==> src/sbnt_pkg.sv <==
// Shared types, codes and constants for the sorted branch node table.
`default_nettype none
package sbnt_pkg;

    localparam int CAPACITY_DEF  = 32;
    localparam int KEY_WIDTH_DEF = 32;
    localparam logic [5:0] CAP_RESET = 6'd32;

    localparam logic [2:0] KIND_INSERT  = 3'd0;
    localparam logic [2:0] KIND_KSEARCH = 3'd1;
    localparam logic [2:0] KIND_ASEARCH = 3'd2;
    localparam logic [2:0] KIND_UPDATE  = 3'd3;
    localparam logic [2:0] KIND_SPLIT   = 3'd4;

    localparam logic [2:0] ST_OK       = 3'd0;
    localparam logic [2:0] ST_FULL     = 3'd1;
    localparam logic [2:0] ST_NOTFOUND = 3'd2;
    localparam logic [2:0] ST_EMPTY    = 3'd3;
    localparam logic [2:0] ST_TOOFEW   = 3'd4;

    typedef struct packed {
        logic [2:0]  kind;
        logic [31:0] key_value;
        logic [31:0] child_addr;
    } t_in;

    typedef struct packed {
        logic [2:0]  status;
        logic [31:0] out_key;
        logic [31:0] out_addr;
        logic [5:0]  out_index;
        logic [5:0]  entry_count;
        logic        first_changed;
        logic        last;
    } t_out;

    typedef enum logic [4:0] {
        S_IDLE, S_DISPATCH, S_INS_SCAN, S_INS_CHK, S_INS_SHIFT, S_INS_SHWR,
        S_INS_WRITE, S_KS_CHK0, S_KS_LOOP, S_KS_CMP, S_KS_CMP2, S_KS_FETCH,
        S_KS_GOT, S_AS_SCAN, S_AS_CHK, S_SP_RD, S_SP_GOT, S_SP_EMIT, S_EMIT
    } t_state;

    typedef enum logic [2:0] {RD_IDX, RD_IDXM1, RD_MID, RD_MIDP1, RD_POS, RD_ZERO} t_rd_src;
    typedef enum logic [2:0] {IDX_HOLD, IDX_ZERO, IDX_COUNT, IDX_HALF, IDX_INC, IDX_DEC} t_idx_op;
    typedef enum logic [1:0] {POS_HOLD, POS_IDX, POS_MID, POS_ZERO} t_pos_op;
    typedef enum logic [1:0] {BS_HOLD, BS_INIT, BS_LO, BS_HI} t_bs_op;
    typedef enum logic [1:0] {WR_NONE, WR_SHIFT, WR_NEW, WR_UPD} t_wr_op;
    typedef enum logic [1:0] {CNT_HOLD, CNT_INC, CNT_HALF} t_cnt_op;
    typedef enum logic [1:0] {RES_HOLD, RES_NEW, RES_RD, RES_UPD} t_res_op;

    typedef struct packed {
        logic       load_in;
        t_rd_src    rd_src;
        t_idx_op    idx_op;
        t_pos_op    pos_op;
        t_bs_op     bs_op;
        logic       mid_load;
        t_wr_op     wr_op;
        t_cnt_op    cnt_op;
        t_res_op    res_op;
        logic       stat_load;
        logic [2:0] stat;
        logic       out_load;
        logic       out_last;
    } t_cmd;

    typedef struct packed {
        logic [2:0] kind;
        logic       full;
        logic       empty;
        logic       too_few;
        logic       idx_eq_count;
        logic       idx_eq_pos;
        logic       key_gt;
        logic       key_lt;
        logic       addr_eq;
        logic       bs_done;
        logic       mid_is_last;
        logic       split_last;
        logic       out_free;
    } t_sts;

endpackage
`default_nettype wire

==> src/sorted_branch_node_table_top.sv <==
// Top level of the sorted branch node table.
// Holds one B+tree branch node as (key, child address) entries sorted by key.
// Input channel: i_in_valid / o_in_stall carry one operation beat (insert,
// key search, address search, key update, split). Output channel:
// o_out_valid / i_out_stall carry result beats; last marks the final beat
// of a run. Config channel: i_cfg_valid / o_cfg_ready write capacity_limit.
// One operation is in flight at a time. Insert scans for the position and
// then shifts the later entries up, with scan and shift going through the
// single read port; key search is a binary search, address search a linear
// scan, and split emits one beat per entry in the upper half of the node.
// The next beat can be accepted in the cycle after the last result loads.
// The output register holds a finished beat while the receiver stalls;
// the controller waits before loading the next one.
// Reset empties the node and sets capacity_limit to 32; entry memories are
// not cleared, only entries below the count are ever used.
`default_nettype none
module sorted_branch_node_table_top #(
    parameter int CAPACITY  = sbnt_pkg::CAPACITY_DEF,
    parameter int KEY_WIDTH = sbnt_pkg::KEY_WIDTH_DEF
) (
    input  wire logic           i_clk,
    input  wire logic           i_rst_n,
    input  wire logic           i_in_valid,
    output      logic           o_in_stall,
    input  wire sbnt_pkg::t_in  i_in_beat,
    output      logic           o_out_valid,
    input  wire logic           i_out_stall,
    output      sbnt_pkg::t_out o_out_beat,
    input  wire logic           i_cfg_valid,
    output      logic           o_cfg_ready,
    input  wire logic [5:0]     i_cfg_data
);
    sbnt_pkg::t_cmd cmd;
    sbnt_pkg::t_sts sts;

    assign o_cfg_ready = 1'b1;

    sbnt_ctrl u_ctrl (
        .i_clk(i_clk), .i_rst_n(i_rst_n), .i_in_valid(i_in_valid),
        .o_in_stall(o_in_stall), .i_sts(sts), .o_cmd(cmd)
    );

    sbnt_datapath #(.CAPACITY(CAPACITY), .KEY_WIDTH(KEY_WIDTH)) u_dp (
        .i_clk(i_clk), .i_rst_n(i_rst_n), .i_in_beat(i_in_beat),
        .i_cfg_we(i_cfg_valid && o_cfg_ready), .i_cfg_data(i_cfg_data),
        .i_out_stall(i_out_stall), .i_cmd(cmd), .o_sts(sts),
        .o_out_valid(o_out_valid), .o_out_beat(o_out_beat)
    );

    a_busy_after_accept: assert property (@(posedge i_clk) disable iff (!i_rst_n)
        (i_in_valid && !o_in_stall) |=> o_in_stall)
        else $error("accepted beat did not make the block busy");

    a_count_bound: assert property (@(posedge i_clk) disable iff (!i_rst_n)
        o_out_valid |-> (7'(o_out_beat.entry_count) <= 7'(CAPACITY)))
        else $error("entry count above capacity");

    a_fail_is_last: assert property (@(posedge i_clk) disable iff (!i_rst_n)
        (o_out_valid && o_out_beat.status != sbnt_pkg::ST_OK) |-> o_out_beat.last)
        else $error("failed result not marked last");
endmodule
`default_nettype wire

==> src/sbnt_ram.sv <==
// Generic single-write, single-read RAM with registered read data.
`default_nettype none
module sbnt_ram #(
    parameter int WIDTH = 32,
    parameter int DEPTH = 32
) (
    input  wire logic                     i_clk,
    input  wire logic                     i_we,
    input  wire logic [$clog2(DEPTH)-1:0] i_waddr,
    input  wire logic [WIDTH-1:0]         i_wdata,
    input  wire logic [$clog2(DEPTH)-1:0] i_raddr,
    output      logic [WIDTH-1:0]         o_rdata
);
    logic [WIDTH-1:0] r_mem [DEPTH];

    always_ff @(posedge i_clk) begin
        if (i_we) begin
            r_mem[i_waddr] <= i_wdata;
        end
        o_rdata <= r_mem[i_raddr];
    end
endmodule
`default_nettype wire

==> src/sbnt_datapath.sv <==
// Datapath: entry memories, index and search registers, result register.
`default_nettype none
module sbnt_datapath #(
    parameter int CAPACITY  = sbnt_pkg::CAPACITY_DEF,
    parameter int KEY_WIDTH = sbnt_pkg::KEY_WIDTH_DEF
) (
    input  wire logic            i_clk,
    input  wire logic            i_rst_n,
    input  wire sbnt_pkg::t_in   i_in_beat,
    input  wire logic            i_cfg_we,
    input  wire logic [5:0]      i_cfg_data,
    input  wire logic            i_out_stall,
    input  wire sbnt_pkg::t_cmd  i_cmd,
    output      sbnt_pkg::t_sts  o_sts,
    output      logic            o_out_valid,
    output      sbnt_pkg::t_out  o_out_beat
);
    localparam int CW = $clog2(CAPACITY + 1);
    localparam int AW = $clog2(CAPACITY);
    localparam int SW = CW + 1;

    logic [2:0]           r_kind;
    logic [KEY_WIDTH-1:0] r_key;
    logic [31:0]          r_addr;
    logic [5:0]           r_cap;
    logic [CW-1:0]        r_count, n_count;
    logic [CW-1:0]        r_end;
    logic [CW-1:0]        r_idx, n_idx;
    logic [CW-1:0]        r_pos, n_pos;
    logic [CW-1:0]        r_mid;
    logic signed [SW-1:0] r_first, r_last;
    logic [KEY_WIDTH-1:0] r_res_key;
    logic [31:0]          r_res_addr;
    logic                 r_res_chg;
    logic [2:0]           r_status;
    logic                 r_out_valid;
    sbnt_pkg::t_out       r_out;

    logic [KEY_WIDTH-1:0] rkey;
    logic [31:0]          raddr;
    logic [CW-1:0]        rd_idx, wr_idx, mid_c;
    logic signed [SW:0]   mid_sum;
    logic [7:0]           lim;
    logic                 key_we, addr_we;
    logic [KEY_WIDTH-1:0] key_wdata;
    logic [31:0]          addr_wdata;
    logic                 out_free;

    assign mid_sum = {r_first[SW-1], r_first} + {r_last[SW-1], r_last} + (SW+1)'(1);
    assign mid_c   = CW'(mid_sum >>> 1);
    assign lim     = (8'(r_cap) > 8'(CAPACITY)) ? 8'(CAPACITY) : 8'(r_cap);
    assign out_free = !r_out_valid || !i_out_stall;

    always_comb begin
        case (i_cmd.rd_src)
            sbnt_pkg::RD_IDX:   rd_idx = r_idx;
            sbnt_pkg::RD_IDXM1: rd_idx = r_idx - CW'(1);
            sbnt_pkg::RD_MID:   rd_idx = mid_c;
            sbnt_pkg::RD_MIDP1: rd_idx = r_mid + CW'(1);
            sbnt_pkg::RD_POS:   rd_idx = r_pos;
            default:            rd_idx = '0;
        endcase
    end

    always_comb begin
        key_we     = 1'b0;
        addr_we    = 1'b0;
        wr_idx     = r_idx;
        key_wdata  = rkey;
        addr_wdata = raddr;
        case (i_cmd.wr_op)
            sbnt_pkg::WR_SHIFT: begin
                key_we  = 1'b1;
                addr_we = 1'b1;
            end
            sbnt_pkg::WR_NEW: begin
                key_we     = 1'b1;
                addr_we    = 1'b1;
                wr_idx     = r_pos;
                key_wdata  = r_key;
                addr_wdata = r_addr;
            end
            sbnt_pkg::WR_UPD: begin
                key_we    = 1'b1;
                key_wdata = r_key;
            end
            default: begin
            end
        endcase
    end

    sbnt_ram #(.WIDTH(KEY_WIDTH), .DEPTH(CAPACITY)) u_keys (
        .i_clk(i_clk), .i_we(key_we), .i_waddr(wr_idx[AW-1:0]), .i_wdata(key_wdata),
        .i_raddr(rd_idx[AW-1:0]), .o_rdata(rkey)
    );

    sbnt_ram #(.WIDTH(32), .DEPTH(CAPACITY)) u_addrs (
        .i_clk(i_clk), .i_we(addr_we), .i_waddr(wr_idx[AW-1:0]), .i_wdata(addr_wdata),
        .i_raddr(rd_idx[AW-1:0]), .o_rdata(raddr)
    );

    always_comb begin
        case (i_cmd.idx_op)
            sbnt_pkg::IDX_ZERO:  n_idx = '0;
            sbnt_pkg::IDX_COUNT: n_idx = r_count;
            sbnt_pkg::IDX_HALF:  n_idx = r_count >> 1;
            sbnt_pkg::IDX_INC:   n_idx = r_idx + CW'(1);
            sbnt_pkg::IDX_DEC:   n_idx = r_idx - CW'(1);
            default:             n_idx = r_idx;
        endcase
        case (i_cmd.pos_op)
            sbnt_pkg::POS_IDX:  n_pos = r_idx;
            sbnt_pkg::POS_MID:  n_pos = r_mid;
            sbnt_pkg::POS_ZERO: n_pos = '0;
            default:            n_pos = r_pos;
        endcase
        case (i_cmd.cnt_op)
            sbnt_pkg::CNT_INC:  n_count = r_count + CW'(1);
            sbnt_pkg::CNT_HALF: n_count = r_count >> 1;
            default:            n_count = r_count;
        endcase
    end

    always_ff @(posedge i_clk) begin
        if (!i_rst_n) begin
            r_count     <= '0;
            r_cap       <= sbnt_pkg::CAP_RESET;
            r_out_valid <= 1'b0;
        end else begin
            r_count <= n_count;
            if (i_cfg_we) begin
                r_cap <= i_cfg_data;
            end
            if (i_cmd.out_load) begin
                r_out_valid <= 1'b1;
            end else if (!i_out_stall) begin
                r_out_valid <= 1'b0;
            end
        end
    end

    always_ff @(posedge i_clk) begin
        r_idx <= n_idx;
        r_pos <= n_pos;
        if (i_cmd.load_in) begin
            r_kind <= i_in_beat.kind;
            r_key  <= KEY_WIDTH'(64'(i_in_beat.key_value));
            r_addr <= i_in_beat.child_addr;
        end
        if (i_cmd.cnt_op == sbnt_pkg::CNT_HALF) begin
            r_end <= r_count;
        end
        if (i_cmd.mid_load) begin
            r_mid <= mid_c;
        end
        case (i_cmd.bs_op)
            sbnt_pkg::BS_INIT: begin
                r_first <= '0;
                r_last  <= SW'({1'b0, r_count}) - SW'(1);
            end
            sbnt_pkg::BS_LO: r_first <= SW'({1'b0, r_mid}) + SW'(1);
            sbnt_pkg::BS_HI: r_last  <= SW'({1'b0, r_mid}) - SW'(1);
            default: begin
            end
        endcase
        case (i_cmd.res_op)
            sbnt_pkg::RES_NEW: begin
                r_res_key  <= r_key;
                r_res_addr <= r_addr;
                r_res_chg  <= (r_pos == '0);
            end
            sbnt_pkg::RES_RD: begin
                r_res_key  <= rkey;
                r_res_addr <= raddr;
                r_res_chg  <= 1'b0;
            end
            sbnt_pkg::RES_UPD: begin
                r_res_key  <= r_key;
                r_res_addr <= raddr;
                r_res_chg  <= (r_idx == '0);
            end
            default: begin
            end
        endcase
        if (i_cmd.stat_load) begin
            r_status <= i_cmd.stat;
        end
        if (i_cmd.out_load) begin
            r_out.status      <= r_status;
            r_out.entry_count <= 6'(r_count);
            r_out.last        <= i_cmd.out_last;
            if (r_status == sbnt_pkg::ST_OK) begin
                r_out.out_key       <= 32'(64'(r_res_key));
                r_out.out_addr      <= r_res_addr;
                r_out.out_index     <= 6'(r_pos);
                r_out.first_changed <= r_res_chg;
            end else begin
                r_out.out_key       <= '0;
                r_out.out_addr      <= '0;
                r_out.out_index     <= '0;
                r_out.first_changed <= 1'b0;
            end
        end
    end

    always_comb begin
        o_sts.kind         = r_kind;
        o_sts.full         = (8'(r_count) >= lim);
        o_sts.empty        = (r_count == '0);
        o_sts.too_few      = (r_count < CW'(2));
        o_sts.idx_eq_count = (r_idx == r_count);
        o_sts.idx_eq_pos   = (r_idx == r_pos);
        o_sts.key_gt       = (rkey > r_key);
        o_sts.key_lt       = (rkey < r_key);
        o_sts.addr_eq      = (raddr == r_addr);
        o_sts.bs_done      = (r_first > r_last);
        o_sts.mid_is_last  = (r_mid == r_count - CW'(1));
        o_sts.split_last   = (CW'(r_idx + CW'(1)) == r_end);
        o_sts.out_free     = out_free;
    end

    assign o_out_valid = r_out_valid;
    assign o_out_beat  = r_out;
endmodule
`default_nettype wire

==> src/sbnt_ctrl.sv <==
// Controller: sequences each operation over the entry memories.
`default_nettype none
module sbnt_ctrl (
    input  wire logic            i_clk,
    input  wire logic            i_rst_n,
    input  wire logic            i_in_valid,
    output      logic            o_in_stall,
    input  wire sbnt_pkg::t_sts  i_sts,
    output      sbnt_pkg::t_cmd  o_cmd
);
    sbnt_pkg::t_state r_state, n_state;

    always_ff @(posedge i_clk) begin
        if (!i_rst_n) begin
            r_state <= sbnt_pkg::S_IDLE;
        end else begin
            r_state <= n_state;
        end
    end

    always_comb begin
        n_state    = r_state;
        o_cmd      = '0;
        o_in_stall = (r_state != sbnt_pkg::S_IDLE);
        unique case (r_state)
            sbnt_pkg::S_IDLE: begin
                if (i_in_valid) begin
                    o_cmd.load_in = 1'b1;
                    n_state = sbnt_pkg::S_DISPATCH;
                end
            end
            sbnt_pkg::S_DISPATCH: begin
                o_cmd.stat_load = 1'b1;
                o_cmd.stat      = sbnt_pkg::ST_OK;
                unique case (i_sts.kind) inside
                    sbnt_pkg::KIND_INSERT: begin
                        if (i_sts.full) begin
                            o_cmd.stat = sbnt_pkg::ST_FULL;
                            n_state = sbnt_pkg::S_EMIT;
                        end else begin
                            o_cmd.idx_op = sbnt_pkg::IDX_ZERO;
                            n_state = sbnt_pkg::S_INS_SCAN;
                        end
                    end
                    sbnt_pkg::KIND_KSEARCH: begin
                        if (i_sts.empty) begin
                            o_cmd.stat = sbnt_pkg::ST_EMPTY;
                            n_state = sbnt_pkg::S_EMIT;
                        end else begin
                            o_cmd.rd_src = sbnt_pkg::RD_ZERO;
                            n_state = sbnt_pkg::S_KS_CHK0;
                        end
                    end
                    sbnt_pkg::KIND_ASEARCH, sbnt_pkg::KIND_UPDATE: begin
                        o_cmd.idx_op = sbnt_pkg::IDX_ZERO;
                        n_state = sbnt_pkg::S_AS_SCAN;
                    end
                    sbnt_pkg::KIND_SPLIT: begin
                        if (i_sts.too_few) begin
                            o_cmd.stat = sbnt_pkg::ST_TOOFEW;
                            n_state = sbnt_pkg::S_EMIT;
                        end else begin
                            o_cmd.idx_op = sbnt_pkg::IDX_HALF;
                            o_cmd.cnt_op = sbnt_pkg::CNT_HALF;
                            n_state = sbnt_pkg::S_SP_RD;
                        end
                    end
                    default: n_state = sbnt_pkg::S_IDLE;
                endcase
            end
            sbnt_pkg::S_INS_SCAN: begin
                if (i_sts.idx_eq_count) begin
                    o_cmd.pos_op = sbnt_pkg::POS_IDX;
                    n_state = sbnt_pkg::S_INS_SHIFT;
                end else begin
                    o_cmd.rd_src = sbnt_pkg::RD_IDX;
                    n_state = sbnt_pkg::S_INS_CHK;
                end
            end
            sbnt_pkg::S_INS_CHK: begin
                if (i_sts.key_gt) begin
                    o_cmd.pos_op = sbnt_pkg::POS_IDX;
                    o_cmd.idx_op = sbnt_pkg::IDX_COUNT;
                    n_state = sbnt_pkg::S_INS_SHIFT;
                end else begin
                    o_cmd.idx_op = sbnt_pkg::IDX_INC;
                    n_state = sbnt_pkg::S_INS_SCAN;
                end
            end
            sbnt_pkg::S_INS_SHIFT: begin
                if (i_sts.idx_eq_pos) begin
                    n_state = sbnt_pkg::S_INS_WRITE;
                end else begin
                    o_cmd.rd_src = sbnt_pkg::RD_IDXM1;
                    n_state = sbnt_pkg::S_INS_SHWR;
                end
            end
            sbnt_pkg::S_INS_SHWR: begin
                o_cmd.wr_op  = sbnt_pkg::WR_SHIFT;
                o_cmd.idx_op = sbnt_pkg::IDX_DEC;
                n_state = sbnt_pkg::S_INS_SHIFT;
            end
            sbnt_pkg::S_INS_WRITE: begin
                o_cmd.wr_op  = sbnt_pkg::WR_NEW;
                o_cmd.cnt_op = sbnt_pkg::CNT_INC;
                o_cmd.res_op = sbnt_pkg::RES_NEW;
                n_state = sbnt_pkg::S_EMIT;
            end
            sbnt_pkg::S_KS_CHK0: begin
                if (i_sts.key_gt) begin
                    o_cmd.pos_op = sbnt_pkg::POS_ZERO;
                    n_state = sbnt_pkg::S_KS_FETCH;
                end else begin
                    o_cmd.bs_op = sbnt_pkg::BS_INIT;
                    n_state = sbnt_pkg::S_KS_LOOP;
                end
            end
            sbnt_pkg::S_KS_LOOP: begin
                if (i_sts.bs_done) begin
                    o_cmd.pos_op = sbnt_pkg::POS_ZERO;
                    n_state = sbnt_pkg::S_KS_FETCH;
                end else begin
                    o_cmd.rd_src   = sbnt_pkg::RD_MID;
                    o_cmd.mid_load = 1'b1;
                    n_state = sbnt_pkg::S_KS_CMP;
                end
            end
            sbnt_pkg::S_KS_CMP: begin
                if (i_sts.key_lt) begin
                    if (i_sts.mid_is_last) begin
                        o_cmd.pos_op = sbnt_pkg::POS_MID;
                        n_state = sbnt_pkg::S_KS_FETCH;
                    end else begin
                        o_cmd.rd_src = sbnt_pkg::RD_MIDP1;
                        n_state = sbnt_pkg::S_KS_CMP2;
                    end
                end else if (i_sts.key_gt) begin
                    o_cmd.bs_op = sbnt_pkg::BS_HI;
                    n_state = sbnt_pkg::S_KS_LOOP;
                end else begin
                    o_cmd.pos_op = sbnt_pkg::POS_MID;
                    n_state = sbnt_pkg::S_KS_FETCH;
                end
            end
            sbnt_pkg::S_KS_CMP2: begin
                if (i_sts.key_gt) begin
                    o_cmd.pos_op = sbnt_pkg::POS_MID;
                    n_state = sbnt_pkg::S_KS_FETCH;
                end else begin
                    o_cmd.bs_op = sbnt_pkg::BS_LO;
                    n_state = sbnt_pkg::S_KS_LOOP;
                end
            end
            sbnt_pkg::S_KS_FETCH: begin
                o_cmd.rd_src = sbnt_pkg::RD_POS;
                n_state = sbnt_pkg::S_KS_GOT;
            end
            sbnt_pkg::S_KS_GOT: begin
                o_cmd.res_op = sbnt_pkg::RES_RD;
                n_state = sbnt_pkg::S_EMIT;
            end
            sbnt_pkg::S_AS_SCAN: begin
                if (i_sts.idx_eq_count) begin
                    o_cmd.stat_load = 1'b1;
                    o_cmd.stat      = sbnt_pkg::ST_NOTFOUND;
                    n_state = sbnt_pkg::S_EMIT;
                end else begin
                    o_cmd.rd_src = sbnt_pkg::RD_IDX;
                    n_state = sbnt_pkg::S_AS_CHK;
                end
            end
            sbnt_pkg::S_AS_CHK: begin
                if (i_sts.addr_eq) begin
                    o_cmd.pos_op = sbnt_pkg::POS_IDX;
                    if (i_sts.kind == sbnt_pkg::KIND_UPDATE) begin
                        o_cmd.wr_op  = sbnt_pkg::WR_UPD;
                        o_cmd.res_op = sbnt_pkg::RES_UPD;
                    end else begin
                        o_cmd.res_op = sbnt_pkg::RES_RD;
                    end
                    n_state = sbnt_pkg::S_EMIT;
                end else begin
                    o_cmd.idx_op = sbnt_pkg::IDX_INC;
                    n_state = sbnt_pkg::S_AS_SCAN;
                end
            end
            sbnt_pkg::S_SP_RD: begin
                o_cmd.rd_src = sbnt_pkg::RD_IDX;
                n_state = sbnt_pkg::S_SP_GOT;
            end
            sbnt_pkg::S_SP_GOT: begin
                o_cmd.res_op = sbnt_pkg::RES_RD;
                o_cmd.pos_op = sbnt_pkg::POS_IDX;
                n_state = sbnt_pkg::S_SP_EMIT;
            end
            sbnt_pkg::S_SP_EMIT: begin
                if (i_sts.out_free) begin
                    o_cmd.out_load = 1'b1;
                    o_cmd.out_last = i_sts.split_last;
                    if (i_sts.split_last) begin
                        n_state = sbnt_pkg::S_IDLE;
                    end else begin
                        o_cmd.idx_op = sbnt_pkg::IDX_INC;
                        n_state = sbnt_pkg::S_SP_RD;
                    end
                end
            end
            sbnt_pkg::S_EMIT: begin
                if (i_sts.out_free) begin
                    o_cmd.out_load = 1'b1;
                    o_cmd.out_last = 1'b1;
                    n_state = sbnt_pkg::S_IDLE;
                end
            end
            default: n_state = sbnt_pkg::S_IDLE;
        endcase
    end
endmodule
`default_nettype wire
==> config.mk <==
export PLATFORM = sky130hd
export DESIGN_NAME = sorted_branch_node_table_top
export DESIGN_NICKNAME = d
export VERILOG_FILES = /design/src/sbnt_pkg.sv /design/src/sorted_branch_node_table_top.sv /design/src/sbnt_ram.sv /design/src/sbnt_datapath.sv /design/src/sbnt_ctrl.sv
export SDC_FILE = /design/constraint.sdc
export NUM_CORES = 2
export LEC_CHECK = 0
export BUFFER_PORTS_ARGS = -buffer_cell sky130_fd_sc_hd__buf_2
export CAP_MARGIN = 20
export CORE_MARGIN = 5
export CORE_UTILIZATION = 56
export CTS_CLUSTER_DIAMETER = 80
export CTS_CLUSTER_SIZE = 20
export DETAILED_ROUTE_END_ITERATION = 16
export PLACE_DENSITY_LB_ADDON = 0.15
export SYNTH_ARGS = -nofsm -noshare
export SYNTH_HDL_FRONTEND = slang
export SYNTH_HIERARCHICAL = 1
export SYNTH_SLANG_ARGS = --single-unit
==> constraint.sdc <==
create_clock -name i_clk -period 11.9 [get_ports i_clk]
set_input_delay 1.785 -clock i_clk [delete_from_list [all_inputs] [get_ports i_clk]]
set_output_delay 1.785 -clock i_clk [all_outputs]
set_load 0.02 [all_outputs]
==> impl.org <==
** Die
- Die Wd :: 423 um
- The die covers 179000 sq um.
- Core region area :: 169000 sq um
- Vertical extent of the die :: 423 um
- Effective utilization at floorplan :: 56.3%
- The initialized floorplan defines 151 standard-cell rows.
- 162 I/O pins were placed.

** Clock network
- At the later pin of the worst-skew pair, clock insertion delay measures 810 ps.
- Clk buf depth :: 3
- The cell sitting at the root of the clock tree is a sky130_fd_sc_hd__clkbuf_16.
- Number of buffers inserted during clock tree synthesis :: 139
- Clock-pin slew of the registers on the worst-case setup and hold paths :: 80 ps
- TritonCTS built the clock tree.
- Number of buffers added to fix hold violations after cts :: 0
- The number of setup buffers added after CTS is 0.
- Sinks on the clock net :: 2384
- The H-tree was split into 4 levels.
- Cts repair resizes :: 0

** Critical path
- The worst register-to-register path ends at u_dp/u_keys/o_rdata[8]$_DFF_P_.
- The worst setup path is launched from a register.
- The critical path is of the register to register type.
- STA puts the critical path data required time at 12580 ps.
- Worst setup slack for register-to-register paths :: 4630 ps
- STA classifies the critical path endpoint as a register.
- FF-to-FF path depth :: 22
- Critical path launch point :: u_dp/r_key[7]$_DFFE_PP_
- Critical path endpoint :: u_dp/u_keys/o_rdata[8]$_DFF_P_
- Data arrives at the worst endpoint at 7950 ps.
- The startpoint identified for the worst register-to-register timing path is u_dp/r_key[7]$_DFFE_PP_.
- Of all nets on the critical path, the largest fanout is 137.

** Timing
- Across the routed clock network, the largest skew measured is 33.3 ps.
- The routed design could run at a clock period as short as 7270 ps.
- The final number of max-transition violations is 0.
- Tightest Pin Transition :: 1160 ps
- Timing would allow up to 0.137 GHz.
- Hold timing on the final database bottoms out at a slack of 488 ps.
- The worst path uses 61.1% of the clock period.
- Setup violators final :: 0
- Final worst setup slack :: 4630 ps
- The count of final hold-check violations is 0.
- Total Negative Setup Slacks :: 0 ps
- Setup repair after global routing missed its margin :: false
- Relative max-transition margin :: 23.0%

** Synthesis
- After synthesis the netlist holds a flip-flop and latch count of 2384.
- Post-Syn Nets :: 5881
- Part of the Yosys area used for sequential elements :: 74.1%
- Post-synthesis cell area :: 95400 sq um
- Counting flops with a built-in enable in the synthesized netlist gives 2302.
- Counting flops with an async set or reset pin after synthesis yields a share of 0%.
- Count of different cell masters after synthesis :: 75
- Main flop type after synthesis :: sky130_fd_sc_hd__edfxtp_1
- After synthesis, the mean cell area works out to 16.6 sq um.
- Synthesis Warnings :: 6
- Number of instances in the synthesized netlist :: 5736

** Routing
- DR WL/cell :: 30.3 um
- Detailed Route Iter0 Violations :: 6917
- Post-route DRC violation count :: 0
- Routed wire length :: 248000 um
- Summing over every cut layer, the via total after detailed routing is 52400.
- WL met3 :: 21500 um
- In this run the remaining antenna-violating nets after routing total 0.
- Summed over all nets, wire length on met2 after detailed routing comes to 114000 um.
- Total iterations of the first detailed-routing run :: 8
- In the final routing, the length of wire on met1 measures 106000 um.
- Per-cell via count in the routed design :: 6.41
- Top routing layer used :: met4

** Pwr
- Max rail drop VDD :: 222 uV
- Power per cell area :: 223 nW/um^2
- Summed over all cells, the static leakage comes to 0.0356 uW.

** Placed design
- The count of buffers added on input and output ports is 160.
- Prior to clock tree synthesis, the placed netlist has a worst setup slack of 4860 ps.
- Routability-driven placement finished with a final weighted congestion of 0.877.
- In this run the cell area measured after placement is 99200 sq um.
- After legalization and detailed placement, the total HPWL measured 134000 um.
- Including well taps, the total number of placed cells is 7931.

** GRT
- Global routing used 27.2% of the available tracks.
- The number of global-route vias before repair is 49700.
- The number of antenna violations at the first check in global routing is 11.
- The first global-routing pass estimated 355000 um of wire.
- Entering global routing, the biggest net connects 138 pins.
- After global routing the overflow that remains totals 0.

** Final layout
- Commonest non-fill, non-tap cells in the layout :: sky130_fd_sc_hd__edfxtp_1 (2302), sky130_fd_sc_hd__mux2i_1 (1042), sky130_fd_sc_hd__nand2_1 (275), sky130_fd_sc_hd__a21oi_1 (232), sky130_fd_sc_hd__nand3_1 (216)
- Layout cells sized above 1 :: 12.1%
- Once layout is complete, the cells apart from fillers number 8185.
- The finished cells cover 104000 sq um.
- Number of nets in the final layout :: 6020
- Area grow syn2layout :: 8.53%
- The layout has 12200 filler cells.
- Most frequent standard cell in the layout excluding fill and tap cells :: sky130_fd_sc_hd__edfxtp_1

** Worst hold path
- Min-Delay Path Class :: register to register

** Run status
- Outcome :: finished clean

** Job
- Max-cap violations in this run came to 0.
-- power by group --
part | switching (uW) | total, uW | internal (uW) | leakage [uW]
logic | 4890 | 7280 | 2390 | 0.0121
registers | 281 | 10900 | 10600 | 0.0215
clock network | 2610 | 4920 | 2310 | 0.00196
total | 7790 | 23100 | 15300 | 0.0356
-- sequential cells by signal, indices dropped and copies added, names as in the netlist, 6 cells and up --
register / count
u_dp/r_first: 7
u_dp/u_keys/r_mem: 1024
u_dp/r_mid: 6
u_dp/r_key: 32
u_dp/u_addrs/r_mem: 1024
u_dp/r_count: 6
u_dp/r_res_addr: 32
u_dp/r_pos: 6
u_dp/r_cap: 6
u_dp/r_idx: 6
u_dp/r_res_key: 32
u_dp/r_last: 7
u_dp/u_addrs/o_rdata: 32
u_dp/o_out_beat: 81
u_dp/r_addr: 32
u_dp/u_keys/o_rdata: 32
u_dp/r_end: 6
-- metal layers --
metal,up-vias,global-route usage [%]
li1,22600,-
met1,27000,40.9
met2,2487,42.4
met3,339,3.96
met4,0,7.11
met5,-,0
-- synth_stat cells (79+ instances only) --
cell                          n  share of area (%)
sky130_fd_sc_hd__and2_1      79               0.52
sky130_fd_sc_hd__a21oi_1    233                1.2
sky130_fd_sc_hd__clkbuf_1   137               0.54
sky130_fd_sc_hd__nand3_1    216                1.1
sky130_fd_sc_hd__edfxtp_1  2302                 72
sky130_fd_sc_hd__a22oi_1    195                1.5
sky130_fd_sc_hd__a22o_1     130                1.2
sky130_fd_sc_hd__mux2_2      98                1.2
sky130_fd_sc_hd__nor3_1      88               0.46
sky130_fd_sc_hd__dfxtp_1     82                1.7
sky130_fd_sc_hd__nor2_1     100               0.39
sky130_fd_sc_hd__mux2i_1   1042                 11
sky130_fd_sc_hd__nand2_1    277                1.1
-- cell type report --
class	instances	area, sq um	share of cell area [%]
Timing Repair Buffer	318	2330	2.25
Clock inverter	16	140	0.135
Tap cell	2218	2780	2.68
Antenna cell	2	5.00	0.00483
Clock buffer	215	3950	3.82
Inverter	73	274	0.265
Multi-Input combinational cell	2959	23300	22.5
Sequential cell	2384	70800	68.3
-- logic make-up after synthesis --
kind of cell               count (synthesis)  synth area share, %
xor gates and xnor gates                  81                0.743
other                                      1              0.00393
adders and majority gates                 67                0.886
buffers and inverters                    393                 2.15
muxes                                   1140                 12.1
DFF                                     2384                 74.1
and+or+nand+nor                          899                 4.59
AOI/OAI and AO/OA                        771                 5.40
-- metrics by stage --
| stage | power [uW] | utilization, % |
|---|---|---|
| 5_1_grt | 24000 | 61.1 |
| 6_report | 23100 | 61.1 |
| 2_1_floorplan | 15900 | - |
| 3_3_place_gp | 18100 | 58.4 |
| 3_5_place_dp | 18200 | 58.5 |
| 4_1_cts | 23000 | 60.9 |
-- worst min path at each step --
stage | startpoint | end | slack [ps] | cells past startpoint
4_1_cts | u_dp/r_status[1]$_DFFE_PP_ | u_dp/o_out_beat[79]$_DFFE_PP_ | 480 | 0
3_5_place_dp | u_dp/r_status[1]$_DFFE_PP_ | u_dp/o_out_beat[79]$_DFFE_PP_ | 460 | 0
5_1_grt | u_dp/r_status[0]$_DFFE_PP_ | u_dp/o_out_beat[78]$_DFFE_PP_ | 490 | 0
3_3_place_gp | u_dp/r_status[2]$_DFFE_PP_ | u_dp/o_out_beat[80]$_DFFE_PP_ | 450 | 0
2_1_floorplan | u_dp/r_status[2]$_DFFE_PP_ | u_dp/o_out_beat[80]$_DFFE_PP_ | 430 | 0
6_report | u_dp/r_status[1]$_DFFE_PP_ | u_dp/o_out_beat[79]$_DFFE_PP_ | 490 | 0
-- critical path, stage by stage (launching register included) --
cell	delay [ps]
sky130_fd_sc_hd__edfxtp_1	380
sky130_fd_sc_hd__inv_1	110
sky130_fd_sc_hd__ha_1	260
sky130_fd_sc_hd__a21oi_1	140
sky130_fd_sc_hd__o21ai_1	140
sky130_fd_sc_hd__a221o_1	340
sky130_fd_sc_hd__or3_1	540
sky130_fd_sc_hd__a221oi_2	440
sky130_fd_sc_hd__nor2b_1	330
sky130_fd_sc_hd__a21oi_1	150
sky130_fd_sc_hd__o31ai_2	140
sky130_fd_sc_hd__buf_4	270
sky130_fd_sc_hd__xor2_1	160
sky130_fd_sc_hd__a21oi_1	120
sky130_fd_sc_hd__o22ai_4	430
sky130_fd_sc_hd__buf_4	710
sky130_fd_sc_hd__buf_12	730
sky130_fd_sc_hd__buf_4	610
sky130_fd_sc_hd__mux2i_1	270
sky130_fd_sc_hd__a22o_1	150
sky130_fd_sc_hd__nor3_1	50
sky130_fd_sc_hd__a31oi_1	220
sky130_fd_sc_hd__nand3_1	120
No activity file was read; power rests on OpenSTA's default activity.
